File: src/hw/rtl/tlrq_pkg.sv
package tlrq_pkg;

  localparam int PID_W      = 6;
  localparam int LVL_W      = 2;
  localparam int CNT8_W     = 8;
  localparam int CFG_IDX_W  = 8;
  localparam int CFG_DATA_W = 8;

  localparam logic [LVL_W-1:0] LVL_LOW  = 2'd0;
  localparam logic [LVL_W-1:0] LVL_MED  = 2'd1;
  localparam logic [LVL_W-1:0] LVL_HIGH = 2'd2;
  localparam logic [LVL_W-1:0] LVL_NONE = 2'd3;

  localparam logic MODE_READY = 1'b0;
  localparam logic MODE_SCHED = 1'b1;

  localparam logic [CFG_IDX_W-1:0] CFG_AGING_ENABLE = 8'd0;
  localparam logic [CFG_IDX_W-1:0] CFG_AGING_PERIOD = 8'd1;

  localparam logic [CNT8_W-1:0] AGING_PERIOD_RST = 8'd10;

  typedef struct packed {
    logic             mode;
    logic [PID_W-1:0] ready_pid;
    logic [LVL_W-1:0] ready_level;
    logic             current_runnable;
    logic [LVL_W-1:0] current_level;
  } tlrq_in_t;

  typedef struct packed {
    logic [PID_W-1:0] next_pid;
    logic             none_ready;
    logic             overflow;
  } tlrq_out_t;

  typedef enum logic [1:0] {
    Q_NOP,
    Q_PUSH,
    Q_POP
  } qop_t;

  typedef struct packed {
    qop_t             op;
    logic [LVL_W-1:0] lvl;
  } qreq_t;

  typedef struct packed {
    logic [2:0] empty;
    logic [2:0] full;
  } qstat_t;

  typedef enum logic [3:0] {
    S_IDLE,
    S_ENQ,
    S_AGE,
    S_MRD,
    S_MWR,
    S_LRD,
    S_LWR,
    S_REQ,
    S_SEL,
    S_SWR,
    S_DONE
  } state_t;

endpackage

File: src/hw/rtl/tlrq_mem.sv
module tlrq_mem #(
  parameter int AW = 8,
  parameter int DW = 6
) (
  input  logic          clk,
  input  logic          we,
  input  logic [AW-1:0] waddr,
  input  logic [DW-1:0] wdata,
  input  logic          re,
  input  logic [AW-1:0] raddr,
  output logic [DW-1:0] rdata
);

  logic [DW-1:0] mem [2**AW];

  always_ff @(posedge clk) begin
    if (we) begin
      mem[waddr] <= wdata;
    end
    if (re) begin
      rdata <= mem[raddr];
    end
  end

endmodule

File: src/hw/rtl/tlrq_qctl.sv
module tlrq_qctl #(
  parameter int MAX_PROCESSES = 64
) (
  input  logic                               clk,
  input  logic                               rst_n,
  input  tlrq_pkg::qreq_t                    req,
  output tlrq_pkg::qstat_t                   stat,
  output logic                               mem_we,
  output logic [$clog2(MAX_PROCESSES)+1:0]   mem_waddr,
  output logic                               mem_re,
  output logic [$clog2(MAX_PROCESSES)+1:0]   mem_raddr
);

  import tlrq_pkg::*;

  localparam int IW = $clog2(MAX_PROCESSES);
  localparam int CW = $clog2(MAX_PROCESSES + 1);

  logic [IW-1:0] head_r [3];
  logic [IW-1:0] head_nxt [3];
  logic [IW-1:0] tail_r [3];
  logic [IW-1:0] tail_nxt [3];
  logic [CW-1:0] cnt_r [3];
  logic [CW-1:0] cnt_nxt [3];

  always_comb begin
    mem_we    = 1'b0;
    mem_re    = 1'b0;
    mem_waddr = '0;
    mem_raddr = '0;
    for (int l = 0; l < 3; l++) begin
      head_nxt[l]   = head_r[l];
      tail_nxt[l]   = tail_r[l];
      cnt_nxt[l]    = cnt_r[l];
      stat.empty[l] = (cnt_r[l] == '0);
      stat.full[l]  = (cnt_r[l] == CW'(MAX_PROCESSES));
      if (req.lvl == LVL_W'(l)) begin
        if (req.op == Q_PUSH && !stat.full[l]) begin
          mem_we      = 1'b1;
          mem_waddr   = {req.lvl, tail_r[l]};
          tail_nxt[l] = (tail_r[l] == IW'(MAX_PROCESSES - 1)) ? '0 : tail_r[l] + 1'b1;
          cnt_nxt[l]  = cnt_r[l] + 1'b1;
        end else if (req.op == Q_POP && !stat.empty[l]) begin
          mem_re      = 1'b1;
          mem_raddr   = {req.lvl, head_r[l]};
          head_nxt[l] = (head_r[l] == IW'(MAX_PROCESSES - 1)) ? '0 : head_r[l] + 1'b1;
          cnt_nxt[l]  = cnt_r[l] - 1'b1;
        end
      end
    end
  end

  always_ff @(posedge clk) begin
    if (!rst_n) begin
      for (int l = 0; l < 3; l++) begin
        head_r[l] <= '0;
        tail_r[l] <= '0;
        cnt_r[l]  <= '0;
      end
    end else begin
      for (int l = 0; l < 3; l++) begin
        head_r[l] <= head_nxt[l];
        tail_r[l] <= tail_nxt[l];
        cnt_r[l]  <= cnt_nxt[l];
      end
    end
  end

endmodule

File: src/hw/rtl/three_level_ready_queue_with_aging_top.sv
// Three-level ready queue scheduler with aging.
// An item is accepted when start is high and busy is low. Mode 0 appends
// ready_pid to ready_level; mode 1 reschedules: optional aging promotions,
// requeue of the running process, then dequeue of the highest nonempty level.
// Each item yields one result on out_data, marked by out_valid for one cycle.
// The receiver cannot stall; the result is simply presented for that cycle.
// All three levels share one queue memory with a write port and a read port,
// and a small sequencer performs at most one queue access per cycle. The
// length of a reschedule depends on aging promotions and on whether a process
// was found. busy falls in the cycle after out_valid.
// The configuration port is always ready; the user must write it only while
// the block idles, as the block itself does not enforce this.
// Synchronous reset empties all levels, sets the running id to zero, disables
// aging and loads both countdowns and the period with ten. The queue memory
// itself needs no clearing pass: an entry is read only after it was written.
module three_level_ready_queue_with_aging_top #(
  parameter int MAX_PROCESSES = 64
) (
  input  logic                                clk,
  input  logic                                rst_n,
  input  logic                                start,
  output logic                                busy,
  input  tlrq_pkg::tlrq_in_t                  in_data,
  output logic                                out_valid,
  output tlrq_pkg::tlrq_out_t                 out_data,
  input  logic                                cfg_valid,
  output logic                                cfg_ready,
  input  logic [tlrq_pkg::CFG_IDX_W-1:0]      cfg_index,
  input  logic [tlrq_pkg::CFG_DATA_W-1:0]     cfg_wdata
);

  import tlrq_pkg::*;

  localparam int AW = $clog2(MAX_PROCESSES) + 2;

  state_t            state_r, state_nxt;
  tlrq_in_t          in_r;
  logic [PID_W-1:0]  pid_r, pid_nxt;
  logic              none_r, ovf_r;
  logic              set_none, set_ovf;
  logic [CNT8_W-1:0] mcnt_r, mcnt_nxt, lcnt_r, lcnt_nxt;
  logic [CNT8_W-1:0] mdec, ldec;
  logic              age_en_r;
  logic [CNT8_W-1:0] period_r;
  logic              accept;

  qreq_t             qreq;
  qstat_t            qstat;
  logic [PID_W-1:0]  qwdata;
  logic              mem_we, mem_re;
  logic [AW-1:0]     mem_waddr, mem_raddr;
  logic [PID_W-1:0]  mem_rdata;

  assign accept    = start && !busy;
  assign busy      = (state_r != S_IDLE);
  assign cfg_ready = 1'b1;
  assign mdec      = mcnt_r - 1'b1;
  assign ldec      = lcnt_r - 1'b1;

  tlrq_qctl #(
    .MAX_PROCESSES(MAX_PROCESSES)
  ) u_qctl (
    .clk      (clk),
    .rst_n    (rst_n),
    .req      (qreq),
    .stat     (qstat),
    .mem_we   (mem_we),
    .mem_waddr(mem_waddr),
    .mem_re   (mem_re),
    .mem_raddr(mem_raddr)
  );

  tlrq_mem #(
    .AW(AW),
    .DW(PID_W)
  ) u_mem (
    .clk  (clk),
    .we   (mem_we),
    .waddr(mem_waddr),
    .wdata(qwdata),
    .re   (mem_re),
    .raddr(mem_raddr),
    .rdata(mem_rdata)
  );

  always_comb begin
    state_nxt = state_r;
    case (state_r)
      S_IDLE: begin
        if (start) begin
          if (in_data.mode == MODE_SCHED) begin
            state_nxt = age_en_r ? S_AGE : S_REQ;
          end else begin
            state_nxt = S_ENQ;
          end
        end
      end
      S_ENQ:  state_nxt = S_DONE;
      S_AGE: begin
        state_nxt = (mdec == '0 && !qstat.empty[LVL_MED]) ? S_MRD : S_REQ;
      end
      S_MRD:  state_nxt = S_MWR;
      S_MWR: begin
        state_nxt = (ldec == '0 && !qstat.empty[LVL_LOW]) ? S_LRD : S_REQ;
      end
      S_LRD:  state_nxt = S_LWR;
      S_LWR:  state_nxt = S_REQ;
      S_REQ:  state_nxt = S_SEL;
      S_SEL:  state_nxt = (&qstat.empty) ? S_DONE : S_SWR;
      S_SWR:  state_nxt = S_DONE;
      S_DONE: state_nxt = S_IDLE;
      default: state_nxt = S_IDLE;
    endcase
  end

  always_comb begin
    qreq.op  = Q_NOP;
    qreq.lvl = LVL_NONE;
    qwdata   = mem_rdata;
    set_ovf  = 1'b0;
    set_none = 1'b0;
    mcnt_nxt = mcnt_r;
    lcnt_nxt = lcnt_r;
    pid_nxt  = pid_r;
    out_valid = 1'b0;
    case (state_r)
      S_ENQ: begin
        qwdata = in_r.ready_pid;
        if (in_r.ready_level != LVL_NONE) begin
          qreq.op  = Q_PUSH;
          qreq.lvl = in_r.ready_level;
          set_ovf  = qstat.full[in_r.ready_level];
        end
      end
      S_AGE: begin
        mcnt_nxt = (mdec == '0) ? period_r : mdec;
      end
      S_MRD: begin
        qreq.op  = Q_POP;
        qreq.lvl = LVL_MED;
      end
      S_MWR: begin
        qreq.op  = Q_PUSH;
        qreq.lvl = LVL_HIGH;
        set_ovf  = qstat.full[LVL_HIGH];
        lcnt_nxt = (ldec == '0) ? period_r : ldec;
      end
      S_LRD: begin
        qreq.op  = Q_POP;
        qreq.lvl = LVL_LOW;
      end
      S_LWR: begin
        qreq.op  = Q_PUSH;
        qreq.lvl = LVL_MED;
        set_ovf  = qstat.full[LVL_MED];
      end
      S_REQ: begin
        qwdata = pid_r;
        if (in_r.current_runnable && in_r.current_level != LVL_NONE) begin
          qreq.op  = Q_PUSH;
          qreq.lvl = in_r.current_level;
          set_ovf  = qstat.full[in_r.current_level];
        end
      end
      S_SEL: begin
        qreq.op = Q_POP;
        if (!qstat.empty[LVL_HIGH]) begin
          qreq.lvl = LVL_HIGH;
        end else if (!qstat.empty[LVL_MED]) begin
          qreq.lvl = LVL_MED;
        end else if (!qstat.empty[LVL_LOW]) begin
          qreq.lvl = LVL_LOW;
        end else begin
          qreq.op  = Q_NOP;
          set_none = 1'b1;
        end
      end
      S_SWR: begin
        pid_nxt = mem_rdata;
      end
      S_DONE: begin
        out_valid = 1'b1;
      end
      default: begin
        out_valid = 1'b0;
      end
    endcase
  end

  assign out_data.next_pid   = pid_r;
  assign out_data.none_ready = none_r;
  assign out_data.overflow   = ovf_r;

  always_ff @(posedge clk) begin
    if (!rst_n) begin
      state_r  <= S_IDLE;
      pid_r    <= '0;
      none_r   <= 1'b0;
      ovf_r    <= 1'b0;
      mcnt_r   <= AGING_PERIOD_RST;
      lcnt_r   <= AGING_PERIOD_RST;
      age_en_r <= 1'b0;
      period_r <= AGING_PERIOD_RST;
    end else begin
      state_r <= state_nxt;
      pid_r   <= pid_nxt;
      mcnt_r  <= mcnt_nxt;
      lcnt_r  <= lcnt_nxt;
      if (accept) begin
        none_r <= 1'b0;
        ovf_r  <= 1'b0;
      end else begin
        if (set_none) begin
          none_r <= 1'b1;
        end
        if (set_ovf) begin
          ovf_r <= 1'b1;
        end
      end
      if (cfg_valid && cfg_ready) begin
        case (cfg_index)
          CFG_AGING_ENABLE: age_en_r <= cfg_wdata[0];
          CFG_AGING_PERIOD: period_r <= cfg_wdata;
          default: begin
            period_r <= period_r;
          end
        endcase
      end
    end
  end

  always_ff @(posedge clk) begin
    if (accept) begin
      in_r <= in_data;
    end
  end

endmodule

File: config.mk
export PLATFORM = sky130hd
export DESIGN_NAME = three_level_ready_queue_with_aging_top
export DESIGN_NICKNAME = d
export VERILOG_FILES = /design/src/hw/rtl/tlrq_pkg.sv /design/src/hw/rtl/tlrq_mem.sv /design/src/hw/rtl/tlrq_qctl.sv /design/src/hw/rtl/three_level_ready_queue_with_aging_top.sv
export SDC_FILE = /design/constraint.sdc
export NUM_CORES = 2
export LEC_CHECK = 0
export BUFFER_PORTS_ARGS = -buffer_cell sky130_fd_sc_hd__buf_4
export CORE_ASPECT_RATIO = 1.2
export CORE_MARGIN = 5
export CORE_UTILIZATION = 66
export CTS_CLUSTER_SIZE = 8
export DETAILED_ROUTE_END_ITERATION = 8
export PLACE_DENSITY = 0.83
export SYNTH_ARGS = -nofsm -noshare
export SYNTH_HDL_FRONTEND = slang
export SYNTH_SLANG_ARGS = --single-unit
File: constraint.sdc
create_clock -name clk -period 8.51 [get_ports clk]
set_input_delay 0.4255 -clock clk [delete_from_list [all_inputs] [get_ports clk]]
set_output_delay 0.4255 -clock clk [all_outputs]
set_load 0.02 [all_outputs]
==> impl_metrics.prom <==
# TYPE chip_impl_metric gauge
chip_impl_info{name="result_of_the_run",value="complete, no violations"} 1
chip_impl_metric{name="drc",unit=""} 0
chip_impl_metric{name="io_pins",unit=""} 43
chip_impl_metric{name="first_global_vias",unit=""} 34600
chip_impl_metric{name="drt_first_iter_violations",unit=""} 5685
chip_impl_metric{name="multi_input_comb_area",unit="um^2"} 14300
chip_impl_info{name="prevailing_post_synth_register_cell",value="edfxtp_1"} 1
chip_impl_info{name="critical_path_start_end_classification",value="reg2reg"} 1
chip_impl_metric{name="remaining_number_of_nets_flagged_by_the_antenna_check_after_routing",unit=""} 0
chip_impl_metric{name="maxClockFrequency",unit="MHz"} 171
chip_impl_metric{name="routabilityCongestion",unit=""} 0.915
chip_impl_metric{name="die_area",unit="um^2"} 84900
chip_impl_metric{name="routed_wirelength",unit="um"} 140000
chip_impl_metric{name="starting_density_of_the_core",unit="%"} 66.2
chip_impl_metric{name="hold_buffers",unit=""} 20
chip_impl_metric{name="grt_max_degree",unit=""} 150
chip_impl_info{name="worst_hold_path_type",value="in2reg"} 1
chip_impl_info{name="grt_setup_unrepaired",value="no"} 1
chip_impl_metric{name="max-clock-path-buffers",unit=""} 3
chip_impl_metric{name="wire_length_of_the_first_global_routing_pass",unit="um"} 208000
chip_impl_metric{name="finalNetCount",unit=""} 4118
chip_impl_metric{name="filler_cell_count",unit=""} 4380
chip_impl_metric{name="min_period_over_period",unit="%"} 68.8
chip_impl_metric{name="max_slew_margin",unit="%"} 11.9
chip_impl_metric{name="area_inside_the_core_boundary",unit="um^2"} 78900
chip_impl_metric{name="total_leakage_power",unit="nW"} 20.2
chip_impl_metric{name="floorplan.die.height",unit="um"} 318
chip_impl_metric{name="synthToLayoutAreaGrowth",unit="%"} 11.8
chip_impl_metric{name="worstPathRequired",unit="ps"} 8990
chip_impl_metric{name="post_drt_wl_per_cell",unit="um"} 27.2
chip_impl_metric{name="critPathMaxFanout",unit=""} 61
chip_impl_metric{name="clock_latency_reported_for_the_late_side_of_the_worst_skew_pair",unit="ps"} 770
chip_impl_info{name="synth_area_leaders",value="edfxtp_1 67%, nand2_1 6.1%, nand3_1 3.8%"} 1
chip_impl_metric{name="avgSynthCellArea",unit="um^2"} 13.1
chip_impl_info{name="worst_setup_path_end_kind",value="flip-flop"} 1
chip_impl_metric{name="grt_remaining_overflow",unit=""} 0
chip_impl_info{name="cp_cell_sequence",value="clkinv_1 > o32ai_1 > a21o_1 > and3_1 > a221o_4 > buf_4 > mux2i_1 > mux2i_1 > o211ai_1 > o21ai_0 > or4_1 > or4_1"} 1
chip_impl_metric{name="cts.reportedPaths.clkPinSlew",unit="ps"} 50
chip_impl_info{name="timing.critical_path.slowest_stage_cell",value="a221o_4"} 1
chip_impl_metric{name="post_route_cells_drive_above_1_share",unit="%"} 9.00
chip_impl_metric{name="total_half_perimeter_wirelength_after_legalization_and_detailed_placement",unit="um"} 79400
chip_impl_metric{name="seq_area",unit="um^2"} 37000
chip_impl_metric{name="syn-num-nets",unit=""} 4057
chip_impl_metric{name="worst_slew_pin_slew",unit="ps"} 1320
chip_impl_info{name="cts_root_buffer",value="clkbuf_16"} 1
chip_impl_metric{name="number_of_rows_in_the_core_area",unit=""} 113
chip_impl_metric{name="critical_path.max_stage_delay",unit="ps"} 800
chip_impl_metric{name="final_period_minus_worst_setup_slack",unit="ps"} 5860
chip_impl_metric{name="hold_viol_final",unit=""} 0
chip_impl_info{name="critPathLaunchType",value="flip-flop"} 1
chip_impl_metric{name="tns",unit="ps"} 0
chip_impl_metric{name="mappedNetlistArea",unit="um^2"} 52300
chip_impl_metric{name="vdd.ir_drop.worst",unit="uV"} 168
chip_impl_metric{name="cts_resized",unit=""} 0
chip_impl_metric{name="utilization",unit="%"} 74.0
chip_impl_info{name="synthDominantAreaCellType",value="edfxtp_1"} 1
chip_impl_metric{name="number_of_setup_buffers_added_after_cts",unit=""} 0
chip_impl_metric{name="drtPass1Iterations",unit=""} 9
chip_impl_metric{name="synth_seq_area_share",unit="%"} 70.8
chip_impl_metric{name="port_buffers",unit=""} 41
chip_impl_metric{name="grtUsageTotal",unit="%"} 32.4
chip_impl_metric{name="cts_sinks",unit=""} 1263
chip_impl_metric{name="crit_arrival",unit="ps"} 6340
chip_impl_metric{name="number_of_synthesized_register_bits",unit=""} 1263
chip_impl_metric{name="avgViaCountPerCell",unit=""} 6.86
chip_impl_metric{name="cts.htree.levels",unit=""} 4
chip_impl_metric{name="portion_of_synthesized_cell_area_occupied_by_the_leading_cell_type",unit="%"} 67.2
chip_impl_metric{name="finalSetupViolCount",unit=""} 0
chip_impl_metric{name="synth-warning-count",unit=""} 0
chip_impl_metric{name="power_density",unit="nW/um^2"} 272
chip_impl_metric{name="antenna_found_initial",unit=""} 1
chip_impl_metric{name="synthDistinctLibCells",unit=""} 84
chip_impl_metric{name="numCtsBuffers",unit=""} 175
chip_impl_info{name="cts_tree",value="built"} 1
chip_impl_metric{name="number_of_flops_mapped_to_enable_cells_by_yosys",unit=""} 1169
chip_impl_metric{name="timing.final.max_slew_violations",unit=""} 0
chip_impl_metric{name="vias",unit=""} 35300
chip_impl_metric{name="synthesis.instances",unit=""} 3997
chip_impl_metric{name="finalClockSkew",unit="ps"} 32.6
chip_impl_metric{name="totalPowerFinal",unit="W"} 0.0159
chip_impl_metric{name="cap_viol_max_count",unit=""} 0
chip_impl_metric{name="die_width",unit="um"} 267
chip_impl_metric{name="synth-async-reset-ratio",unit="%"} 0
[cells by family after synthesis]
group,count (synthesis),share of synthesized area [%]
AO/OA/AOI/OAI,438,5.68
other,1,0.00718
flip-flops,1263,70.8
multiplexers,224,5.27
adder cells (fa/ha/maj),28,0.713
AND/OR/NAND/NOR,1731,14.6
buffers and inverters,263,2.18
XOR/XNOR,49,0.821
[cell type report]
| cell class | instances | area share, % |
|---|---|---|
| sequential | 1263 | 63.3 |
| multi-input combinational | 2471 | 24.4 |
| clock buffer | 207 | 7.81 |
| tap | 1035 | 2.22 |
| timing repair buffer | 124 | 1.79 |
| clock inverter | 11 | 0.272 |
| inverter | 23 | 0.148 |
| antenna | 3 | 0.0129 |
[per-stage QoR]
step	area, um^2	worst slack (ps)	instances	hold slack [ps]
CTS	58400	2740	5134	17.8
global route	58400	2280	5134	91.1
finish	58400	2650	5137	57.1
global placement	53500	2950	4896	479
floorplan	52300	4270	3997	442
detailed placement	53500	2820	4896	490
[Yosys cell counts (22+ instances only)]
cell type     n
buf_2        87
nand4_1      37
nor2b_1      39
mux2i_1     178
buf_1        27
xnor2_1      34
and2_1       29
a21oi_1     113
o21ai_0      46
a31oi_1      65
dfxtp_1      94
nand3_1     392
nor2_1      265
a22oi_1      24
edfxtp_1   1169
clkbuf_1    117
a32oi_1      31
inv_1        22
ha_1         25
nand2_1     849
mux4_2       39
nor3_1       29
o211ai_1     22
[state kept, by name, indices dropped and copies added, names as in the netlist]
name and cells:
u_mem.mem 1152, u_qctl.cnt_r 21, u_qctl.head_r 18, u_qctl.tail_r 18, in_r 11, lcnt_r 8, mcnt_r 8, period_r 8
pid_r 6, u_mem.rdata 6, state_r 4, age_en_r 1, none_r 1, ovf_r 1
[path summary, 6_finish.rpt]
path                                      startpoint              endpoint  slack [ps]  cells after the start
worst max-delay path                      state_r[2]        u_mem.rdata[0]        2650                     12
worst min-delay path                    cfg_index[0]              age_en_r          60                      4
worst max register to register            state_r[2]        u_mem.rdata[0]        2650                     12
worst min register to register  u_qctl.head_r[0][12]  u_qctl.head_r[0][12]         500                      2
[layer usage]
metal | GRT usage, % | wire (um) | up-vias
met2 | 51.0 | 66300 | 2874
met5 | 0 | 13 | -
li1 | - | - | 14900
met3 | 9.02 | 18200 | 605
met1 | 40.9 | 46200 | 16900
met4 | 18.2 | 9060 | 2
[worst max-delay path: cells and delay by family, from the launching register on]
family                 cells  cell delay [ps]
AOI/OAI and AO/OA          5             1840
and+or+nand+nor            3             1690
buffers and inverters      2              910
DFF                        1              670
muxes                      2              370
[layout by cell type (no fill, tap or decap), types with 31 or more instances in the layout]
master / count
nand2_1: 843
o21ai_0: 46
xnor2_1: 34
nor2b_1: 39
a32oi_1: 31
clkbuf_16: 178
mux2i_1: 178
nand3_1: 391
dfxtp_1: 94
a21oi_1: 113
nor2_1: 263
a31oi_1: 65
mux4_2: 39
nand4_1: 37
edfxtp_1: 1169
buf_4: 99
[report_power, final]
group          switching [W]  total (W)  internal (W)
Combinational        0.00154    0.00199      0.000450
Sequential          0.000112    0.00779       0.00767
Clock                0.00243    0.00614       0.00371
No activity file was read; power rests on OpenSTA's default activity.
